[src/latin_hypercube_sampler_top_macros.svh]
// ----------------------------------------------------------------------------
// Latin hypercube sampler assertion macros
// Shared property shorthands for the sampler's concurrent checks.
// ----------------------------------------------------------------------------
`ifndef LATIN_HYPERCUBE_SAMPLER_TOP_MACROS_SVH
`define LATIN_HYPERCUBE_SAMPLER_TOP_MACROS_SVH

// Same-cycle implication, disabled while in reset
`define LHS_ASSERT_SAME(name, clk, rst, ante, cons, msg) \
  name: assert property (@(posedge clk) disable iff (rst) (ante) |-> (cons)) else $error(msg);

// Next-cycle implication, disabled while in reset
`define LHS_ASSERT_NEXT(name, clk, rst, ante, cons, msg) \
  name: assert property (@(posedge clk) disable iff (rst) (ante) |=> (cons)) else $error(msg);

`endif

[src/lhs_pkg.sv]
// ----------------------------------------------------------------------------
// Latin hypercube sampler package
// Shared constants, codes, controller states and command/status bundles.
// ----------------------------------------------------------------------------
package lhs_pkg;

  // Default sizing
  localparam int MAX_VARS_DEF   = 16;
  localparam int MAX_DOMAIN_DEF = 256;

  // Fixed field widths
  localparam int RAND_W      = 16;
  localparam int VALUE_W     = 8;
  localparam int SLOT_OUT_W  = 4;
  localparam int SAMPLE_W    = 8;
  localparam int NUM_VARS_W  = 5;
  localparam int DOMAIN_W    = 9;
  localparam int CFG_IDX_W   = 1;
  localparam int CFG_DATA_W  = 9;
  localparam int OUT_DATA_W  = 24;
  localparam int STEP_W      = $clog2(RAND_W);

  // Register reset values
  localparam logic [NUM_VARS_W-1:0] NUM_VARS_RESET    = 5'd1;
  localparam logic [DOMAIN_W-1:0]   DOMAIN_SIZE_RESET = 9'd256;

  // Register indexes
  localparam logic [CFG_IDX_W-1:0] CFG_NUM_VARS    = 1'b0;
  localparam logic [CFG_IDX_W-1:0] CFG_DOMAIN_SIZE = 1'b1;

  // Operation codes
  localparam logic OP_DRAW    = 1'b0;
  localparam logic OP_RESTART = 1'b1;

  // Controller states
  typedef enum logic [3:0] {
    ST_FILL,
    ST_IDLE,
    ST_CNT,
    ST_CHK,
    ST_DIV,
    ST_VRD,
    ST_VLAT,
    ST_SRD,
    ST_SWR,
    ST_FIN
  } state_t;

  // Controller to datapath
  typedef struct packed {
    logic start_fill;
    logic fill_step;
    logic start_draw;
    logic chk;
    logic div_step;
    logic val_latch;
    logic rd_next;
    logic shift_wr;
    logic finish;
  } cmd_t;

  // Datapath to controller
  typedef struct packed {
    logic fill_done;
    logic exhausted;
    logic div_done;
    logic shift_done;
    logic out_free;
  } status_t;

endpackage

[src/lhs_ctrl.sv]
// ----------------------------------------------------------------------------
// Sampler controller
// Sequences refill sweeps and draws: count read, remainder, pick, compaction.
// ----------------------------------------------------------------------------
module lhs_ctrl
  import lhs_pkg::*;
(
  input  logic    clk,
  input  logic    rst,
  input  logic    in_valid,
  input  logic    op,
  input  status_t status,
  output logic    in_ready,
  output cmd_t    cmd
);

  state_t state, state_next;

  // State register
  always_ff @(posedge clk) begin
    if (rst) begin
      state <= ST_FILL;
    end else begin
      state <= state_next;
    end
  end

  // Next state
  always_comb begin
    state_next = state;
    unique case (state)
      ST_FILL: begin
        if (status.fill_done) state_next = ST_IDLE;
      end
      ST_IDLE: begin
        if (in_valid) state_next = (op == OP_RESTART) ? ST_FILL : ST_CNT;
      end
      ST_CNT:  state_next = ST_CHK;
      ST_CHK:  state_next = status.exhausted ? ST_FIN : ST_DIV;
      ST_DIV: begin
        if (status.div_done) state_next = ST_VRD;
      end
      ST_VRD:  state_next = ST_VLAT;
      ST_VLAT: state_next = ST_SRD;
      ST_SRD:  state_next = status.shift_done ? ST_FIN : ST_SWR;
      ST_SWR:  state_next = ST_SRD;
      ST_FIN: begin
        if (status.out_free) state_next = ST_IDLE;
      end
      default: state_next = ST_FILL;
    endcase
  end

  // Outputs
  always_comb begin
    cmd      = '0;
    in_ready = 1'b0;
    unique case (state)
      ST_FILL: cmd.fill_step = 1'b1;
      ST_IDLE: begin
        in_ready        = 1'b1;
        cmd.start_fill  = in_valid && (op == OP_RESTART);
        cmd.start_draw  = in_valid && (op == OP_DRAW);
      end
      ST_CNT:  ;
      ST_CHK:  cmd.chk = 1'b1;
      ST_DIV:  cmd.div_step = 1'b1;
      ST_VRD:  ;
      ST_VLAT: cmd.val_latch = 1'b1;
      ST_SRD:  cmd.rd_next = 1'b1;
      ST_SWR:  cmd.shift_wr = 1'b1;
      ST_FIN:  cmd.finish = status.out_free;
      default: ;
    endcase
  end

endmodule

[config.mk]
export PLATFORM = sky130hd
export DESIGN_NAME = lhs_ctrl
export DESIGN_NICKNAME = d
export VERILOG_FILES = /design/src/latin_hypercube_sampler_top_macros.svh /design/src/lhs_pkg.sv /design/src/lhs_ctrl.sv
export SDC_FILE = /design/constraint.sdc
export NUM_CORES = 1
export LEC_CHECK = 0
export ABC_AREA = 1
export BUFFER_PORTS_ARGS = -buffer_cell sky130_fd_sc_hd__buf_2
export CAP_MARGIN = 0
export CORE_AREA = 2 2 39 41
export CTS_BUF_LIST = sky130_fd_sc_hd__clkbuf_4 sky130_fd_sc_hd__clkbuf_8
export CTS_CLUSTER_SIZE = 40
export DETAILED_ROUTE_END_ITERATION = 8
export DIE_AREA = 0 0 41 43
export MAX_ROUTING_LAYER = met4
export PLACE_DENSITY = 0.51
export SYNTH_ARGS = -nofsm -noshare
export SYNTH_HDL_FRONTEND = slang
export SYNTH_SLANG_ARGS = --single-unit
export TNS_END_PERCENT = 10
[constraint.sdc]
create_clock -name clk -period 1.1 [get_ports clk]
set_input_delay 0.055 -clock clk [delete_from_list [all_inputs] [get_ports clk]]
set_output_delay 0.055 -clock clk [all_outputs]
set_load 0.01 [all_outputs]
==> results of run 1 <==
-- cell usage in the layout (no fill, tap or decap) --
cell	n
nor2_1	3
a31oi_1	1
buf_4	11
nand3b_1	1
nor2_2	5
dfxtp_4	3
o21ai_0	1
inv_4	1
buf_6	2
buf_2	16
inv_2	4
clkbuf_4	3
nand3_1	7
nand2_2	4
nor4_1	3
nor2_4	3
nand2_1	8
dfxtp_2	1
nand4_1	2
inv_1	10
nand2_4	1
a21oi_1	3
-- metal layers --
metal / part of all wire [%] / vias up
li1: - / 262
met1: 41 / 210
met2: 53 / 13
met3: 4.4 / 2
met4: 0.93 / 0
met5: 0 / -
-- what timing repair did --
action | CTS | global route
setup buffers | 2 | 1
pin swaps | 2 | 2
gates resized for setup | 15 | 7
endpoints found under the setup margin | 13 | 13
-- power by group through the flow --
stage	Clock, mW	Sequential (mW)	Combinational (mW)
floorplan	0	0.168	0.111
global placement	0	0.172	0.207
detailed placement	0	0.170	0.205
CTS	0.182	0.172	0.219
global route	0.200	0.175	0.257
finish	0.178	0.174	0.235
-- stage by stage --
step                      power [mW]  hold WS, ps  util (%)
after global placement         0.378          268      37.9
after detailed placement       0.375          265      37.9
after CTS                      0.574         12.1      42.9
final                          0.587         14.7      44.9
after floorplan                0.279          122         -
after global routing           0.633         15.2      44.9
-- kinds of logic (layout without fill, tap and decap cells) --
logic type | count (synthesis) | count (layout) | share of synthesized area (%)
and+or+nand+nor | 37 | 37 | 54.1
AOI/OAI and AO/OA | 5 | 5 | 7.42
buffers and inverters | 15 | 47 | 15.9
DFF | 4 | 4 | 22.6
-- synthesized netlist by cell type (all sizes together) --
master   n
inv     15
nand2   13
nor2    11
nand3    7
dfxtp    4
a21oi    3
nor4     3
nand4    2
a31oi    1
nand3b   1
o21ai    1
-- cell type report --
| type | instances | area, sq um |
|---|---|---|
| fillers | 154 | 762 |
| flip-flops and latches | 4 | 92.6 |
| repair buffers | 29 | 185 |
| multi-input cells | 42 | 243 |
| well taps | 16 | 20.0 |
| clock buffers | 3 | 22.5 |
| inverters | 15 | 58.8 |
-- worst min path at each step --
stage               cells past startpoint                     to  start  slack (ps)
floorplan                               1  state[1]$_SDFFE_PP0P_    rst         120
global placement                        2  state[1]$_SDFFE_PP0P_    rst         270
detailed placement                      2  state[1]$_SDFFE_PP0P_    rst         270
CTS                                     2  state[1]$_SDFFE_PP0P_    rst          10
global route                            2  state[1]$_SDFFE_PP0P_    rst          20
finish                                  2  state[1]$_SDFFE_PP0P_    rst          10
==> flow_metrics.tcl, run 1 <==
set metrics [dict create \
    status "finished, violations left" \
    violations "setup timing" \
    hold_buffers 0 \
    path_depth 4 \
    min_period_ps 1210 \
    vias 487 \
    grt_max_degree 7 \
    setup_ws_ps -114 \
    wirelength_um 1080 \
    clkLatencyLatePin_ps 230 \
    num_rows 14 \
    p_int_mw 0.395 \
    clock_skew_ps 0.668 \
    reg2reg_slack_ps -100 \
    avgSynthCellArea_sq_um 5.80 \
    io_buffer_count 18 \
    dr.pass1.iters 4 \
    start_kind "flop" \
    drive_above_1_share_pct 58.1 \
    cts_sinks 4 \
    relSlewSlack_pct 85.7 \
    antenna_found_initial 0 \
    cts_made_buffers 3 \
    reg2reg_from "state[3]$_SDFFE_PP0P_" \
    post_dp_cell_area_sq_um 524 \
    yosys_warnings 0 \
    maxCapViolCount 0 \
    worstPathMaxFanout 5 \
    fin_nets 104 \
    grt_pass1_wl_um 1590 \
    largest_reg_flops 4 \
    p_switching_mw 0.192 \
    cp.arrival_ps 1160 \
    drt_first_iter_violations 7 \
    worstMarginPinSlew_ps 213 \
    dieArea_sq_mm 0.00176 \
    use_met1_pct 14.5 \
    setup_violations 10 \
    setup.worst_path.end "cmd[0]" \
    clk_path_buf_depth 2 \
    hp-class "input port to flop" \
    clockRootBuffer "clkbuf_4" \
    via_per_inst 4.47 \
    grt_pass1_vias 431 \
    finalWeightedCongestion 0.866 \
    p_seq_share_pct 29.7 \
    area_delta_synth_final_pct 75.6 \
    overflow 0 \
    placed_cells 103 \
    die_y_um 43 \
    fin_area_sq_um 622 \
    initial_core_util_pct 25.6 \
    grt_use_met2_pct 23.1 \
    regMostFlops "state" \
    p_leak_nw 0.357 \
    p_sw_share_pct 32.7 \
    grtUsageTotal_pct 13.8 \
    drc 0 \
    hold_viol 0 \
    powerDensity_mw_per_mm2 944 \
    worst_path_max_delay_cell "dfxtp_4" \
    wire_per_inst_um 9.91 \
    rsz0062_at_grt "true" \
    chipWidth_um 41 \
    path_buf_inv 3 \
    synth_cells 61 \
    pwr-share-comb_pct 40.1 \
    end_kind "output port" \
    critical_path_class "flop to output port" \
    max_freq_mhz 824 \
    io_pins 19 \
    r2r_cells 7 \
    dp_slack_ps -72.2 \
    max_stage_delay_ps 360 \
    setup.worst_path.start "state[3]$_SDFFE_PP0P_" \
    clk_pin_slew_ps 40 \
    synth_area_leaders "dfxtp_1 (23%), inv_1 (15%), nand2_1 (12%), nand3_1 (9.9%), nor2_1 (6.4%)" \
    path_cells "buf_4 -> inv_1 -> nor4_1 -> buf_2" \
    syn_nets 70 \
    reg2reg_to "state[0]$_SDFFE_PP0P_" \
    synth_top_area_share_pct 22.6 \
    synth.distinct_cells 15 \
    top_usage_layer "met2" \
    drv_slew 0 \
    gr-usage-met3_pct 1.57 \
    ant_nets 0 \
    finalSetupTns_ps -763 \
    ys_seq_area_share_pct 22.6 \
    cts_htree_levels 1 \
    cp_top_family "flip-flops" \
    clkPwrFrac_pct 30.3 \
    critPathRequiredTime_ps 1040 \
    n_antenna_cell 0 \
    placeableCoreArea_sq_mm 0.00138 \
    reg_top3 "state x4" \
    min_period_over_period_pct 110 \
    synth_top_cell_by_area "dfxtp_1" \
    stdcell_count 109 \
    dp_hpwl_um 840 \
    peakVddDrop_mv 0.302 \
    ys_seq_elements 4 \
    synth_area_sq_um 354 \
    cts_tree "built" \
]
Power figures use the tool's default switching activity.
==> run 2, diff against run 1 <==
- CTS_CLUSTER_SIZE: 40 -> 25
- PLACE_DENSITY: 0.51 -> 0.49
- clock period: 1.1 -> 1.3 ns (I/O delays scaled with it)
==> run 2 against run 1 <==
Against the previous run:
- the run now ends clean
- worst setup slack better by 180 ps
- largest cell class unchanged
- global-route usage is 0.84 points lower
- sequential share of layout area is 1.1 points higher
- cell area is 12% lower
- first-iteration DRC count is 14% lower
- cell count is 5.5% lower
==> flow_metrics.tcl, run 2 (synthesis gave the netlist of run 1 again) <==
set metrics [dict create \
    vias 466 \
    dp_hpwl_um 790 \
    setup_ws_ps 61.0 \
    maxCapViolCount 0 \
    dp_slack_ps 123 \
    finalSetupTns_ps 0 \
    min_period_over_period_pct 95.3 \
    critPathRequiredTime_ps 1240 \
    wire_per_inst_um 9.85 \
    overflow 0 \
    clkLatencyLatePin_ps 240 \
    grt_pass1_vias 367 \
    io_pins 19 \
    ant_nets 0 \
    cts_htree_levels 1 \
    cts_made_buffers 3 \
    worstMarginPinSlew_ps 232 \
    via_per_inst 4.52 \
    whs_endpoint "state[3]$_SDFFE_PP0P_" \
    drive_above_1_share_pct 49.4 \
    status "finished, final reports clean" \
    fin_area_sq_um 548 \
    grtUsageTotal_pct 12.9 \
    clk_pin_slew_ps 40 \
    rsz0062_at_grt "true" \
    drv_slew 0 \
    wirelength_um 1020 \
    finalPower_mw 0.460 \
    cp.arrival_ps 1170 \
    relSlewSlack_pct 84.4 \
    clock_skew_ps 3.10 \
    n_antenna_cell 0 \
    final_cell_mix "buf_2 (18), inv_1 (13), nand2_1 (9), nand3_1 (7)" \
    min_period_ps 1240 \
    hold_viol 0 \
    peakVddDrop_mv 0.365 \
    dr.pass1.iters 2 \
    end_kind "output port" \
    reg2reg_from "state[3]$_SDFFE_PP0P_" \
    die_y_um 43 \
    min-delay-start "rst" \
    hp-class "input port to flop" \
    drc 0 \
    dieArea_sq_mm 0.00176 \
    cts_tree "built" \
    largest_reg_flops 4 \
    final_common_cell "buf_2" \
    grt_max_degree 8 \
    reg_top3 "state x4" \
    max_freq_mhz 807 \
    area_delta_synth_final_pct 54.8 \
    p_leak_nw 0.327 \
    placeableCoreArea_sq_mm 0.00138 \
    reg2reg_slack_ps 80 \
    r2r_cells 8 \
    reg2reg_to "state[0]$_SDFFE_PP0P_" \
    setup_violations 0 \
    post_dp_cell_area_sq_um 464 \
    hold_path_depth 2 \
    clockRootBuffer "clkbuf_4" \
    drt_first_iter_violations 6 \
    grt_pass1_wl_um 1500 \
    fin_nets 98 \
    num_rows 14 \
    io_buffer_count 18 \
    worstPathMaxFanout 4 \
    critical_path_class "flop to output port" \
    finalWeightedCongestion 0.743 \
    cts_sinks 4 \
    initial_core_util_pct 25.6 \
    chipWidth_um 41 \
    powerDensity_mw_per_mm2 840 \
    hold_buffers 0 \
    clk_path_buf_depth 2 \
    antenna_found_initial 0 \
    start_kind "flop" \
    regMostFlops "state" \
]
-- run 2: layout make-up --
type,count,area [sq um]
clock buffer,3,22.5
timing repair buffer,23,128
multi-input combinational,42,234
inverter,15,56.3
fill,161,836
tap,16,20.0
sequential,4,87.6
-- run 2: worst max-delay path by stage --
| stage | startpoint | to | slack [ps] | cells past startpoint |
|---|---|---|---|---|
| after global routing | state[3]$_SDFFE_PP0P_ | cmd[6] | -40 | 6 |
| after detailed placement | state[1]$_SDFFE_PP0P_ | state[1]$_SDFFE_PP0P_ | 120 | 7 |
| after global placement | state[3]$_SDFFE_PP0P_ | state[1]$_SDFFE_PP0P_ | 100 | 8 |
| after floorplan | state[3]$_SDFFE_PP0P_ | state[1]$_SDFFE_PP0P_ | 220 | 8 |
| final | state[3]$_SDFFE_PP0P_ | cmd[6] | 60 | 6 |
| after CTS | state[3]$_SDFFE_PP0P_ | cmd[6] | 10 | 6 |
-- run 2: critical path: stages, from the launching register on --
cell	delay (ps)
dfxtp_4	350
nor2_4	140
inv_2	80
nor2_4	110
nand2_2	60
nor2_1	70
buf_2	130
-- run 2: layer usage --
metal | track usage [%] | vias to the layer above | part of all wire [%]
met1 | 17.0 | 203 | 42
met4 | 2.00 | 0 | 0
li1 | - | 249 | -
met2 | 18.1 | 14 | 51
met3 | 6.28 | 0 | 6.8
met5 | - | - | 0
-- run 2: per-stage QoR --
| stage | cells | hold slack, ps | utilization, % |
|---|---|---|---|
| 2_1_floorplan | 61 | 132 | - |
| 3_3_place_gp | 95 | 282 | 33.5 |
| 3_5_place_dp | 95 | 278 | 33.5 |
| 4_1_cts | 98 | 24.0 | 35.9 |
| 5_1_grt | 103 | 22.8 | 39.6 |
| 6_report | 103 | 29.6 | 39.6 |
-- run 2: power breakdown --
part	leakage [nW]	total, mW	switching [mW]	internal (mW)
combinational	0.279	0.158	0.0895	0.0684
sequential	0.0346	0.146	0.0150	0.131
clock	0.0138	0.156	0.0525	0.103
total	0.327	0.460	0.157	0.303
-- run 2: what timing repair did --
action                                  in CTS  in global routing
setup buffers                                0                  5
pin swaps                                    0                  2
endpoints found under the setup margin       3                  7
gates resized for setup                      5                  6
